<file path="src/hw/rtl/mwf_pkg.sv">
// Package for the maze walker: grid constants, command and action codes,
// controller/datapath interface structs and small helper functions.
// No dependencies.
`default_nettype none

package mwf_pkg;

  localparam int GRID_SIZE = 16;
  localparam int COORD_W = 4;
  localparam int CELLS = GRID_SIZE * GRID_SIZE;
  localparam int IDX_W = $clog2(CELLS);

  localparam logic [COORD_W-1:0] LAST_COORD = COORD_W'(GRID_SIZE - 1);
  localparam logic [IDX_W-1:0] LAST_IDX = IDX_W'(CELLS - 1);

  localparam logic [1:0] CMD_WRITE = 2'd0;
  localparam logic [1:0] CMD_START = 2'd1;
  localparam logic [1:0] CMD_STEP = 2'd2;
  localparam logic [1:0] CMD_READ = 2'd3;

  localparam logic [2:0] ACT_LEFT = 3'd0;
  localparam logic [2:0] ACT_STRAIGHT = 3'd1;
  localparam logic [2:0] ACT_RIGHT = 3'd2;
  localparam logic [2:0] ACT_BACK = 3'd3;
  localparam logic [2:0] ACT_NONE = 3'd4;

  localparam logic [1:0] DIR_EAST = 2'd0;
  localparam logic [1:0] DIR_NORTH = 2'd1;
  localparam logic [1:0] DIR_WEST = 2'd2;
  localparam logic [1:0] DIR_SOUTH = 2'd3;

  localparam logic [1:0] TRY_LEFT = 2'd0;
  localparam logic [1:0] TRY_STRAIGHT = 2'd1;
  localparam logic [1:0] TRY_RIGHT = 2'd2;

  typedef struct packed {
    logic clear;
    logic load;
    logic write_wall;
    logic place;
    logic probe;
    logic try_next;
    logic move;
    logic turn_around;
    logic mark;
    logic capture;
  } mwf_cmd_t;

  typedef struct packed {
    logic [1:0] cmd;
    logic at_exit;
    logic nb_ok;
    logic nb_open;
    logic try_last;
    logic clr_last;
  } mwf_stat_t;

  function automatic logic in_grid(input logic [COORD_W-1:0] c);
    return ({1'b0, c} < (COORD_W + 1)'(GRID_SIZE));
  endfunction

  function automatic logic [IDX_W-1:0] cell_idx(input logic [COORD_W-1:0] c,
                                                input logic [COORD_W-1:0] r);
    return IDX_W'(IDX_W'(r) * IDX_W'(GRID_SIZE) + IDX_W'(c));
  endfunction

  // Heading tried for each attempt: left of current, current, right of current.
  function automatic logic [1:0] try_dir(input logic [1:0] hd, input logic [1:0] t);
    logic [1:0] d;
    case (t)
      TRY_LEFT: d = hd + 2'd1;
      TRY_STRAIGHT: d = hd;
      default: d = hd + 2'd3;
    endcase
    return d;
  endfunction

endpackage

`default_nettype wire

</file>
<file path="src/hw/rtl/maze_wall_follower_step.sv">
// Top level of the left-hand-rule maze walker on a 16 by 16 grid.
// Instantiates mwf_ctrl and mwf_datapath; depends on mwf_pkg.
//
// A transaction is accepted on a clock edge with start high and busy low. Its
// result appears for exactly one cycle with done high, and the receiver must
// take it then. After reset the block clears the wall and visited maps, one
// cell per cycle, with busy high. A write passes through the execute and done
// states, a start adds a mark state and a read a read-wait state. A step reads
// each in-grid neighbor in a probe state and checks it in a check state, as the
// wall map has one registered read port, and up to three neighbors are checked
// before the visited mark is written.
`default_nettype none

module maze_wall_follower_step (
  input wire logic clk,
  input wire logic rst,
  input wire logic start,
  output logic busy,
  input wire logic [1:0] command,
  input wire logic [3:0] col,
  input wire logic [3:0] row,
  input wire logic wall,
  output logic done,
  output logic [3:0] pos_col,
  output logic [3:0] pos_row,
  output logic [1:0] facing,
  output logic [2:0] action,
  output logic at_exit,
  output logic cell_wall,
  output logic cell_visited
);

  mwf_pkg::mwf_cmd_t ctl;
  mwf_pkg::mwf_stat_t stat;

  mwf_ctrl u_ctrl (
    .clk(clk),
    .rst(rst),
    .start(start),
    .stat(stat),
    .ctl(ctl),
    .busy(busy),
    .done(done)
  );

  mwf_datapath u_datapath (
    .clk(clk),
    .rst(rst),
    .ctl(ctl),
    .stat(stat),
    .command(command),
    .col(col),
    .row(row),
    .wall(wall),
    .pos_col(pos_col),
    .pos_row(pos_row),
    .facing(facing),
    .action(action),
    .at_exit(at_exit),
    .cell_wall(cell_wall),
    .cell_visited(cell_visited)
  );

endmodule

`default_nettype wire

</file>
<file path="src/hw/rtl/mwf_datapath.sv">
// Datapath of the maze walker: wall and visited memories, walker position,
// heading, neighbor computation and result registers.
// Depends on mwf_pkg.
`default_nettype none

module mwf_datapath (
  input wire logic clk,
  input wire logic rst,
  input wire mwf_pkg::mwf_cmd_t ctl,
  output mwf_pkg::mwf_stat_t stat,
  input wire logic [1:0] command,
  input wire logic [mwf_pkg::COORD_W-1:0] col,
  input wire logic [mwf_pkg::COORD_W-1:0] row,
  input wire logic wall,
  output logic [mwf_pkg::COORD_W-1:0] pos_col,
  output logic [mwf_pkg::COORD_W-1:0] pos_row,
  output logic [1:0] facing,
  output logic [2:0] action,
  output logic at_exit,
  output logic cell_wall,
  output logic cell_visited
);

  logic wall_mem [mwf_pkg::CELLS];
  logic vis_mem [mwf_pkg::CELLS];
  logic wall_rdata;
  logic vis_rdata;

  logic [1:0] cmd_q;
  logic [mwf_pkg::COORD_W-1:0] col_q;
  logic [mwf_pkg::COORD_W-1:0] row_q;
  logic wall_in_q;
  logic [mwf_pkg::COORD_W-1:0] walker_col;
  logic [mwf_pkg::COORD_W-1:0] walker_row;
  logic [1:0] heading;
  logic [1:0] try_cnt;
  logic [mwf_pkg::IDX_W-1:0] clr_idx;

  logic cmd_inside;
  logic [mwf_pkg::IDX_W-1:0] cmd_idx;
  logic [mwf_pkg::IDX_W-1:0] walker_idx;
  logic [1:0] cand;
  logic nb_ok;
  logic [mwf_pkg::COORD_W-1:0] nb_col;
  logic [mwf_pkg::COORD_W-1:0] nb_row;
  logic [mwf_pkg::IDX_W-1:0] nb_idx;
  logic wall_we;
  logic [mwf_pkg::IDX_W-1:0] wall_waddr;
  logic [mwf_pkg::IDX_W-1:0] wall_raddr;
  logic vis_we;
  logic [mwf_pkg::IDX_W-1:0] vis_waddr;

  assign cmd_inside = mwf_pkg::in_grid(col_q) & mwf_pkg::in_grid(row_q);
  assign cmd_idx = mwf_pkg::cell_idx(col_q, row_q);
  assign walker_idx = mwf_pkg::cell_idx(walker_col, walker_row);
  assign cand = mwf_pkg::try_dir(heading, try_cnt);
  assign at_exit = (walker_col == mwf_pkg::LAST_COORD) || (walker_row == mwf_pkg::LAST_COORD);

  always_comb begin
    nb_col = walker_col;
    nb_row = walker_row;
    case (cand)
      mwf_pkg::DIR_EAST: begin
        nb_ok = (walker_col != mwf_pkg::LAST_COORD);
        nb_col = walker_col + 1'b1;
      end
      mwf_pkg::DIR_NORTH: begin
        nb_ok = (walker_row != '0);
        nb_row = walker_row - 1'b1;
      end
      mwf_pkg::DIR_WEST: begin
        nb_ok = (walker_col != '0);
        nb_col = walker_col - 1'b1;
      end
      default: begin
        nb_ok = (walker_row != mwf_pkg::LAST_COORD);
        nb_row = walker_row + 1'b1;
      end
    endcase
  end

  assign nb_idx = mwf_pkg::cell_idx(nb_col, nb_row);

  assign wall_we = ctl.clear | (ctl.write_wall & cmd_inside);
  assign wall_waddr = ctl.clear ? clr_idx : cmd_idx;
  assign wall_raddr = ctl.probe ? nb_idx : cmd_idx;
  assign vis_we = ctl.clear | ctl.mark;
  assign vis_waddr = ctl.clear ? clr_idx : walker_idx;

  always_ff @(posedge clk) begin
    if (wall_we) begin
      wall_mem[wall_waddr] <= ctl.clear ? 1'b0 : wall_in_q;
    end
    wall_rdata <= wall_mem[wall_raddr];
  end

  always_ff @(posedge clk) begin
    if (vis_we) begin
      vis_mem[vis_waddr] <= ~ctl.clear;
    end
    vis_rdata <= vis_mem[cmd_idx];
  end

  always_ff @(posedge clk) begin
    if (rst) begin
      clr_idx <= '0;
      walker_col <= '0;
      walker_row <= '0;
      heading <= mwf_pkg::DIR_EAST;
      try_cnt <= mwf_pkg::TRY_LEFT;
      cmd_q <= mwf_pkg::CMD_WRITE;
    end else begin
      if (ctl.clear) begin
        clr_idx <= clr_idx + 1'b1;
      end
      if (ctl.load) begin
        cmd_q <= command;
        try_cnt <= mwf_pkg::TRY_LEFT;
      end
      if (ctl.try_next) begin
        try_cnt <= try_cnt + 2'd1;
      end
      if (ctl.place) begin
        walker_col <= mwf_pkg::in_grid(col_q) ? col_q : mwf_pkg::LAST_COORD;
        walker_row <= mwf_pkg::in_grid(row_q) ? row_q : mwf_pkg::LAST_COORD;
        heading <= mwf_pkg::DIR_EAST;
      end
      if (ctl.move) begin
        walker_col <= nb_col;
        walker_row <= nb_row;
        heading <= cand;
      end
      if (ctl.turn_around) begin
        heading <= heading + 2'd2;
      end
    end
  end

  always_ff @(posedge clk) begin
    if (ctl.load) begin
      col_q <= col;
      row_q <= row;
      wall_in_q <= wall;
      action <= mwf_pkg::ACT_NONE;
      cell_wall <= 1'b0;
      cell_visited <= 1'b0;
    end
    if (ctl.move) begin
      action <= {1'b0, try_cnt};
    end
    if (ctl.turn_around) begin
      action <= mwf_pkg::ACT_BACK;
    end
    if (ctl.capture) begin
      cell_wall <= cmd_inside & wall_rdata;
      cell_visited <= cmd_inside & vis_rdata;
    end
  end

  assign pos_col = walker_col;
  assign pos_row = walker_row;
  assign facing = heading;

  assign stat.cmd = cmd_q;
  assign stat.at_exit = at_exit;
  assign stat.nb_ok = nb_ok;
  assign stat.nb_open = ~wall_rdata;
  assign stat.try_last = (try_cnt == mwf_pkg::TRY_RIGHT);
  assign stat.clr_last = (clr_idx == mwf_pkg::LAST_IDX);

endmodule

`default_nettype wire

</file>
<file path="src/hw/rtl/mwf_ctrl.sv">
// Controller of the maze walker: sequences the clearing pass, command
// execution and the neighbor probes of a step. Depends on mwf_pkg.
`default_nettype none

module mwf_ctrl (
  input wire logic clk,
  input wire logic rst,
  input wire logic start,
  input wire mwf_pkg::mwf_stat_t stat,
  output mwf_pkg::mwf_cmd_t ctl,
  output logic busy,
  output logic done
);

  localparam logic [2:0] ST_CLEAR = 3'd0;
  localparam logic [2:0] ST_IDLE = 3'd1;
  localparam logic [2:0] ST_EXEC = 3'd2;
  localparam logic [2:0] ST_PROBE = 3'd3;
  localparam logic [2:0] ST_CHECK = 3'd4;
  localparam logic [2:0] ST_RDWAIT = 3'd5;
  localparam logic [2:0] ST_MARK = 3'd6;
  localparam logic [2:0] ST_DONE = 3'd7;

  logic [2:0] state;
  logic [2:0] state_next;

  always_comb begin
    ctl = '0;
    state_next = state;
    case (state)
      ST_CLEAR: begin
        ctl.clear = 1'b1;
        if (stat.clr_last) begin
          state_next = ST_IDLE;
        end
      end
      ST_IDLE: begin
        if (start) begin
          ctl.load = 1'b1;
          state_next = ST_EXEC;
        end
      end
      ST_EXEC: begin
        case (stat.cmd)
          mwf_pkg::CMD_WRITE: begin
            ctl.write_wall = 1'b1;
            state_next = ST_DONE;
          end
          mwf_pkg::CMD_START: begin
            ctl.place = 1'b1;
            state_next = ST_MARK;
          end
          mwf_pkg::CMD_STEP: begin
            state_next = stat.at_exit ? ST_MARK : ST_PROBE;
          end
          default: begin
            state_next = ST_RDWAIT;
          end
        endcase
      end
      ST_PROBE: begin
        if (stat.nb_ok) begin
          ctl.probe = 1'b1;
          state_next = ST_CHECK;
        end else if (stat.try_last) begin
          ctl.turn_around = 1'b1;
          state_next = ST_MARK;
        end else begin
          ctl.try_next = 1'b1;
        end
      end
      ST_CHECK: begin
        if (stat.nb_open) begin
          ctl.move = 1'b1;
          state_next = ST_MARK;
        end else if (stat.try_last) begin
          ctl.turn_around = 1'b1;
          state_next = ST_MARK;
        end else begin
          ctl.try_next = 1'b1;
          state_next = ST_PROBE;
        end
      end
      ST_RDWAIT: begin
        ctl.capture = 1'b1;
        state_next = ST_DONE;
      end
      ST_MARK: begin
        ctl.mark = 1'b1;
        state_next = ST_DONE;
      end
      default: begin
        state_next = ST_IDLE;
      end
    endcase
  end

  always_ff @(posedge clk) begin
    if (rst) begin
      state <= ST_CLEAR;
    end else begin
      state <= state_next;
    end
  end

  assign busy = (state != ST_IDLE);
  assign done = (state == ST_DONE);

`ifndef SYNTHESIS
  a_reset_clears: assert property (@(posedge clk) rst |=> busy)
    else $error("Block is not busy clearing after reset.");
  a_accept_busy: assert property (@(posedge clk) disable iff (rst)
    (start && !busy) |=> busy)
    else $error("Accepted transaction did not make the block busy.");
  a_done_single: assert property (@(posedge clk) disable iff (rst) done |=> !done)
    else $error("Result strobe lasted more than one cycle.");
  a_done_idle: assert property (@(posedge clk) disable iff (rst) done |=> !busy)
    else $error("Block did not return to idle after a result.");
  a_move_once: assert property (@(posedge clk) disable iff (rst)
    (ctl.move || ctl.turn_around) |=> !(ctl.move || ctl.turn_around))
    else $error("More than one move decision in a step.");
`endif

endmodule

`default_nettype wire

</file>
<file path="config.mk">
export PLATFORM = sky130hd
export DESIGN_NAME = maze_wall_follower_step
export DESIGN_NICKNAME = d
export VERILOG_FILES = /design/src/hw/rtl/mwf_pkg.sv /design/src/hw/rtl/maze_wall_follower_step.sv /design/src/hw/rtl/mwf_datapath.sv /design/src/hw/rtl/mwf_ctrl.sv
export SDC_FILE = /design/constraint.sdc
export NUM_CORES = 1
export LEC_CHECK = 0
export BUFFER_PORTS_ARGS = -buffer_cell sky130_fd_sc_hd__clkbuf_2
export CAP_MARGIN = 0
export CORE_MARGIN = 4
export CORE_UTILIZATION = 50
export CTS_BUF_LIST = sky130_fd_sc_hd__clkbuf_16
export DETAILED_ROUTE_END_ITERATION = 12
export PLACE_DENSITY = 0.66
export SLEW_MARGIN = 40
export SYNTH_ARGS = -nofsm -noshare
export SYNTH_HDL_FRONTEND = slang
export SYNTH_SLANG_ARGS = --single-unit
</file>
<file path="constraint.sdc">
create_clock -name clk -period 18 [get_ports clk]
set_input_delay 0.9 -clock clk [delete_from_list [all_inputs] [get_ports clk]]
set_output_delay 0.9 -clock clk [all_outputs]
set_load 0.02 [all_outputs]
</file>
==> flow_metrics.py, run 1 <==
metrics = {
    "status": {
        "status": "finished, final reports clean",
    },
    "floorplan": {
        "initial_core_util_pct": 50.5,
        "dieArea_sq_mm": 0.0555,
        "die_h_um": 236,
        "core_area_sq_mm": 0.0513,
        "rows": 83,
        "ios": 32,
        "fp.dieW_um": 236,
    },
    "clock_tree": {
        "clk-insertion-delay-late_ns": 0.63,
        "hold_buffers": 0,
        "cts_tree": "built",
        "cts.sinks": 553,
        "htree_num_levels": 2,
        "clkSlewWorstSetupHoldPaths_ns": 0.06,
        "numCtsBuffers": 58,
        "cts_setup_buffers": 0,
        "root_buffer": "clkbuf_16",
        "ctsLongestPathBuffers": 3,
        "cts_resized": 0,
    },
    "critical_path": {
        "path_depth": 17,
        "critPathTopFamily": "compound AO/OA/AOI/OAI gates",
        "cp.required_ns": 18.50,
        "arrival_ns": 5.92,
        "cp-end-kind": "flip-flop",
        "critPathLaunchType": "flip-flop",
        "worstPathCellList": "inv_1 -> ha_1 -> xor2_1 -> or3_1 -> and2_1 -> nor2_1 -> ha_1 -> a21o_1 -> a21oi_1 -> xor3_1 -> o32ai_1 -> o21a_1 -> a2111oi_0 -> or4_1 -> a2111o_1 -> a311oi_1 -> nor4_1",
        "criticalPathCategory": "reg2reg",
        "critPathBufInv": 1,
        "crit_top_cell": "ha_1",
        "path_max_fanout": 19,
        "worst_path_max_delay_cell": "o21a_1",
        "reg2reg_depth": 17,
        "cp_slowest_stage_delay_ns": 0.61,
    },
    "finish": {
        "areaGrowthSynthToFinish_pct": 10.3,
        "drive_gt1_share_pct": 15.3,
        "n_antenna_cell": 0,
        "num-nets-final": 2071,
        "nFillCells": 4280,
    },
    "yosys": {
        "synth_top_area_cell": "edfxtp_1",
        "synth-compound-area-share_pct": 6.80,
        "synth.mux.area_fraction_pct": 10.7,
        "synth_edf_count": 523,
        "synth_xor_area_share_pct": 0.677,
        "synthAdderAreaFrac_pct": 0.541,
        "synth_fp_nets": 2118,
        "avgSynthCellArea_sq_um": 12.4,
        "yosysUniqueCellTypes": 80,
        "yosys_most_used_dff": "edfxtp_1",
        "ys_top_cells_by_area": "edfxtp_1 (61%), mux4_2 (9.2%), nor2_1 (8.4%), nand2_1 (2.9%), dfxtp_1 (2.3%)",
        "syn_inst": 2094,
        "synthSimpleGateAreaFrac_pct": 15.4,
        "yosysWarnings": 0,
        "async_flop_share_pct": 0,
        "syn-cell-area_sq_mm": 0.0259,
        "ys_seq_elements": 553,
        "seq_area_frac_synth_pct": 63.0,
        "yosys.area.top_type_share_pct": 60.7,
        "synth_top_family_by_area": "simple AND/OR/NAND/NOR gates",
    },
    "detailed_routing": {
        "drc_errors": 0,
        "drt-wirelength-per-cell_um": 24.8,
        "antenna_left": 0,
        "dr.pass1.iters": 6,
        "vias": 17500,
        "routed_wirelength_mm": 68.7,
        "drt-initial-drc-count": 2073,
        "routed_via_density": 6.31,
        "wl_met3_mm": 6.55,
        "top_layer": "met4",
        "met1Wirelength_mm": 26.6,
        "wl_met2_mm": 33.3,
    },
    "sta": {
        "fmax_mhz": 184,
        "hold_viol": 0,
        "worstMarginPinSlew_ns": 0.874,
        "finalCritPeriodShare_pct": 30.1,
        "finalMaxSlewViolations": 0,
        "fin_skew_ns": 0.0244,
        "fin_setup_tns_ns": 0,
        "finalCriticalPeriod_ns": 5.42,
        "rsz0062_at_grt": "no",
        "finalSetupViolCount": 0,
        "slew-limit-headroom_pct": 41.6,
    },
    "pwr": {
        "total_power_mw": 2.66,
        "p_per_area_mw_per_mm2": 93.2,
        "leakagePower_nw": 7.96,
        "irDropWorstVdd_mv": 0.0921,
    },
    "global_route": {
        "grt_pass1_vias": 17000,
        "globalRouteOverflowTotal": 0,
        "grt_antenna_before_repair": 0,
        "grt_usage_pct": 24.4,
        "grt_start_max_net_pins": 145,
        "grt_pass1_wl_mm": 104,
    },
    "place": {
        "hpwl_mm": 39.9,
        "gp_congestion": 0.894,
        "port_buffers": 31,
    },
    "run": {
        "drv_cap": 0,
    },
    "worst_hold_path": {
        "hold_path_depth": 1,
        "min_path_type": "in2reg",
    },
}
[synth_stat cells (all sizes together), types with 6 or more instances]
| library cell | instances |
|---|---|
| mux2i | 21 |
| a2111oi | 9 |
| nand2b | 20 |
| o21ai | 46 |
| a211o | 6 |
| a311oi | 15 |
| ha | 8 |
| o22ai | 9 |
| and3 | 26 |
| buf | 40 |
| inv | 13 |
| nand4 | 8 |
| nor2 | 580 |
| nand3b | 6 |
| clkbuf | 125 |
| a31oi | 9 |
| a211oi | 39 |
| xor2 | 7 |
| mux2 | 14 |
| o31ai | 8 |
| mux4 | 106 |
| edfxtp | 523 |
| a22oi | 33 |
| a21oi | 21 |
| or3 | 14 |
| o211ai | 8 |
| nor4b | 8 |
| nand3 | 48 |
| nor3 | 18 |
| xnor2 | 6 |
| dfxtp | 30 |
| nand2 | 203 |
[layout by cell type (no fill, tap or decap), types with 26 or more instances in the layout]
master,instances
edfxtp_1,523
a211oi_1,38
nor2_1,577
a22oi_1,33
dfxtp_1,30
inv_1,28
nand2_1,173
and3_1,26
nand3_1,48
mux4_2,106
clkbuf_2,31
nand2_2,30
o21ai_0,39
clkbuf_16,58
[flip-flops by register name (all words and copies together), names as in the netlist]
name / cells
u_datapath.cmd_q: 2
u_ctrl.state: 3
u_datapath.wall_mem: 256
u_datapath.col_q: 4
u_datapath.wall_in_q: 1
u_datapath.vis_rdata: 1
u_datapath.clr_idx: 8
u_datapath.pos_row: 4
u_datapath.row_q: 4
u_datapath.cell_visited: 1
u_datapath.action: 3
u_datapath.vis_mem: 256
u_datapath.cell_wall: 1
u_datapath.facing: 2
u_datapath.wall_rdata: 1
u_datapath.try_cnt: 2
u_datapath.pos_col: 4
[logic make-up (layout without fill, tap and decap cells)]
| family | Yosys count | in the layout |
|---|---|---|
| mux | 141 | 141 |
| compound gates | 245 | 245 |
| flops | 553 | 553 |
| buf+inv | 179 | 181 |
| simple gates | 951 | 951 |
| fa+ha+maj | 10 | 10 |
| xor+xnor | 15 | 15 |
[layout make-up]
cell class	instances	area (sq um)	share of cell area, %
flip-flops and latches	553	16300	57.1
multi-input cells	1362	8980	31.4
clock buffers	58	1450	5.08
well taps	680	851	2.98
clock inverters	51	534	1.87
repair buffers	58	385	1.35
inverters	14	60.1	0.210
[per-layer routing]
layer | vias up | global-route usage [%]
li1 | 7627 | -
met1 | 8817 | 32.8
met2 | 916 | 40.1
met3 | 159 | 4.94
met4 | 0 | 8.13
met5 | - | 0
[path summary, 6_finish.rpt]
kind                                      startpoint  slack [ns]                           endpoint
setup / recovery  u_datapath.try_cnt[0]$_SDFFE_PP0P_       12.58      u_datapath.wall_rdata$_DFF_P_
hold / removal                                row[3]        0.44      u_datapath.row_q[3]$_DFFE_PP_
setup reg to reg  u_datapath.try_cnt[0]$_SDFFE_PP0P_       12.58      u_datapath.wall_rdata$_DFF_P_
hold reg to reg    u_datapath.action[1]$_SDFFE_PN1P_        0.50  u_datapath.action[1]$_SDFFE_PN1P_
[where the power goes]
group	internal, mW	total (mW)	switching, mW
combinational	0.00589	0.0334	0.0275
sequential	1.39	1.39	0.00143
clock	0.731	1.24	0.510
[stage by stage]
stage                     instance area (sq um)  utilization [%]  setup slack (ns)  std cells  hold WS (ns)
final                                     28600             55.7             12.58       2776         0.444
after global routing                      28600             55.7             12.34       2776         0.420
after CTS                                 28500             55.6             12.70       2776         0.411
after detailed placement                  26600             51.8             12.72       2667         0.491
after global placement                    26400             51.5             12.89       2666         0.487
after floorplan                           25900                -              8.58       2094         0.482
[worst reg2reg max path, cell delays in order (launching register included)]
cell and delay [ns]:
dfxtp_1 0.36, inv_1 0.10, ha_1 0.23, xor2_1 0.17, or3_1 0.45, and2_1 0.27
nor2_1 0.25, ha_1 0.29, a21o_1 0.17, a21oi_1 0.16, xor3_1 0.30, o32ai_1 0.54
o21a_1 0.61, a2111oi_0 0.16, or4_1 0.59, a2111o_1 0.31, a311oi_1 0.25, nor4_1 0.08
Power figures use the tool's default switching activity.
==> inputs of run 2 (changes only) <==
PLACE_DENSITY = 0.68   (was 0.66)
clock period = 4.75 ns   (was 18 ns; I/O delays follow)
==> run 2 against run 1 <==
  * First-iteration DRC count increased by 5.0%
  * Core utilization rose by 0.50 points
  * Non-clock buffer count is 58 higher
  * Total power rose to 3.6 times the previous value
  * Final cell count up 1.8%
  * Clock-buffer cell count shrank 2
  * Via count rose by 0.61%
  * Sequential share of layout area is 0.50 points lower
  * Maximum frequency grew 19%
  * Clock skew up 0.0022 ns
  * Combinational power rose to 4.1 times the previous value
  * Critical endpoint unchanged
  * Highest routed layer unchanged
==> flow_metrics.py, run 2 (synthesis gave the netlist of run 1 again) <==
metrics = {
    "run": {
        "drv_cap": 0,
    },
    "sta": {
        "hold_viol": 0,
        "fin_skew_ns": 0.0266,
        "fin_setup_tns_ns": 0,
        "hold_ws_ns": 0.187,
        "finalSetupViolCount": 0,
        "finalCriticalPeriod_ns": 4.57,
        "worstMarginPinSlew_ns": 0.865,
        "rsz0062_at_grt": "no",
        "finalMaxSlewViolations": 0,
        "finalCritPeriodShare_pct": 96.2,
        "fmax_mhz": 219,
        "slew-limit-headroom_pct": 41.9,
    },
    "critical_path": {
        "arrival_ns": 5.06,
        "critPathLaunchType": "flip-flop",
        "cp.required_ns": 5.24,
        "r2r_slack_ns": 0.18,
        "r2r-start": "u_datapath.try_cnt[0]$_SDFFE_PP0P_",
        "startpoint": "u_datapath.try_cnt[0]$_SDFFE_PP0P_",
        "cp-end-kind": "flip-flop",
        "criticalPathCategory": "reg2reg",
        "path_max_fanout": 5,
    },
    "clock_tree": {
        "cts.sinks": 553,
        "clkSlewWorstSetupHoldPaths_ns": 0.07,
        "root_buffer": "clkbuf_16",
        "numCtsBuffers": 56,
        "htree_num_levels": 2,
        "clk-insertion-delay-late_ns": 0.62,
        "cts_tree": "built",
        "ctsLongestPathBuffers": 3,
    },
    "worst_hold_path": {
        "min_path_type": "in2reg",
        "min_from": "rst",
    },
    "floorplan": {
        "core_area_sq_mm": 0.0513,
        "die_h_um": 236,
        "rows": 83,
        "ios": 32,
        "dieArea_sq_mm": 0.0555,
        "fp.dieW_um": 236,
        "initial_core_util_pct": 50.5,
    },
    "finish": {
        "layout_common_cells": "nor2_1 (575), edfxtp_1 (523), nand2_1 (177)",
        "drive_gt1_share_pct": 17.0,
        "final_common_cell": "nor2_1",
        "utilization_pct": 56.2,
        "largestRegisters": "u_datapath.vis_mem x256, u_datapath.wall_mem x256, u_datapath.clr_idx x8",
        "n_antenna_cell": 0,
        "nFillCells": 4244,
        "num-nets-final": 2127,
        "areaGrowthSynthToFinish_pct": 11.3,
    },
    "detailed_routing": {
        "routed_wirelength_mm": 68.9,
        "drc_errors": 0,
        "drt-initial-drc-count": 2177,
        "dr.pass1.iters": 5,
        "antenna_left": 0,
        "drt-wirelength-per-cell_um": 24.4,
        "vias": 17600,
        "routed_via_density": 6.24,
    },
    "pwr": {
        "leakagePower_nw": 8.15,
        "irDropWorstVdd_mv": 0.341,
        "total_power_mw": 9.55,
        "p_per_area_mw_per_mm2": 331,
    },
    "place": {
        "hpwl_mm": 41.8,
        "port_buffers": 31,
        "gp_congestion": 0.948,
    },
    "global_route": {
        "grt_util_met2_pct": 41.5,
        "met1_usage_pct": 33.0,
        "globalRouteOverflowTotal": 0,
        "grt_start_max_net_pins": 137,
        "grt_pass1_vias": 17400,
        "grt_antenna_before_repair": 0,
        "grt_busiest_layer": "met2",
        "grt_usage_pct": 24.4,
        "grt_pass1_wl_mm": 105,
        "use_met3_pct": 3.28,
    },
    "status": {
        "status": "finished, final reports clean",
    },
}
[run 2: changes by cell type in the layout (fill, tap and decap cells not counted), moves of 3 or more]
cell	previous run	this run
a2111oi_0	9	6
buf_12	0	6
buf_4	21	65
buf_6	4	1
bufinv_16	10	3
dlygate4sd3_1	0	12
nand2_1	173	177
nand2_2	30	26
o31ai_1	5	8
o31ai_2	3	0
[run 2: worst max-delay path: stages (launching register included)]
cell       delay, ns
dfxtp_2         0.35
inv_2           0.06
ha_1            0.21
xor2_1          0.17
or3_4           0.34
and2_4          0.18
nor2_4          0.13
ha_1            0.24
a21o_1          0.19
a21oi_2         0.14
xor3_2          0.48
o32ai_2         0.32
o21a_1          0.26
a2111oi_1       0.09
or4_4           0.58
a2111o_1        0.43
a311oi_2        0.20
nor4_1          0.08
[run 2: path summary, 6_finish.rpt]
| kind | to | cells after the start |
|---|---|---|
| max | u_datapath.wall_rdata$_DFF_P_ | 17 |
| min | u_datapath.pos_col[1]$_SDFFE_PP0P_ | 2 |
| min reg2reg | u_datapath.action[0]$_SDFFE_PN1P_ | 1 |
| max reg2reg | u_datapath.wall_rdata$_DFF_P_ | 17 |
[run 2: per-layer routing]
| metal | vias up | wire (um) |
|---|---|---|
| met1 | 8969 | 27100 |
| met2 | 780 | 34600 |
| met4 | 0 | 2150 |
| li1 | 7733 | - |
| met5 | - | 0 |
| met3 | 144 | 5090 |
[run 2: report_power, final]
part / internal [mW] / total [mW] / switching (mW) / leakage, nW
Combinational: 0.0288 / 0.137 / 0.109 / 3.32
Clock: 2.30 / 4.14 / 1.85 / 0.895
Sequential: 5.26 / 5.27 / 0.00589 / 3.93
Total: 7.58 / 9.55 / 1.96 / 8.15
[run 2: cell type report]
type,instances,area [sq um],area share (%)
Sequential cell,553,16300,56.6
Multi-Input combinational cell,1362,9000,31.2
Clock buffer,56,1400,4.86
Timing Repair Buffer,116,908,3.15
Tap cell,680,851,2.95
Clock inverter,44,295,1.02
Inverter,14,57.6,0.200
[run 2: repair_timing]
item | in CTS | in global routing
setup buffers | 0 | 2
endpoints found under the hold margin | 13 | 0
endpoints found under the setup margin | 0 | 1
resized for setup | 0 | 17
hold buffers | 12 | 0
[run 2: metrics by stage]
step | instances | worst slack (ns) | cell area (sq um)
floorplan | 2094 | 0.176 | 25900
global placement | 2710 | 0.231 | 26800
detailed placement | 2710 | 0.0697 | 26900
CTS | 2822 | 0.0424 | 28700
global route | 2825 | 0.0402 | 28800
finish | 2825 | 0.181 | 28800
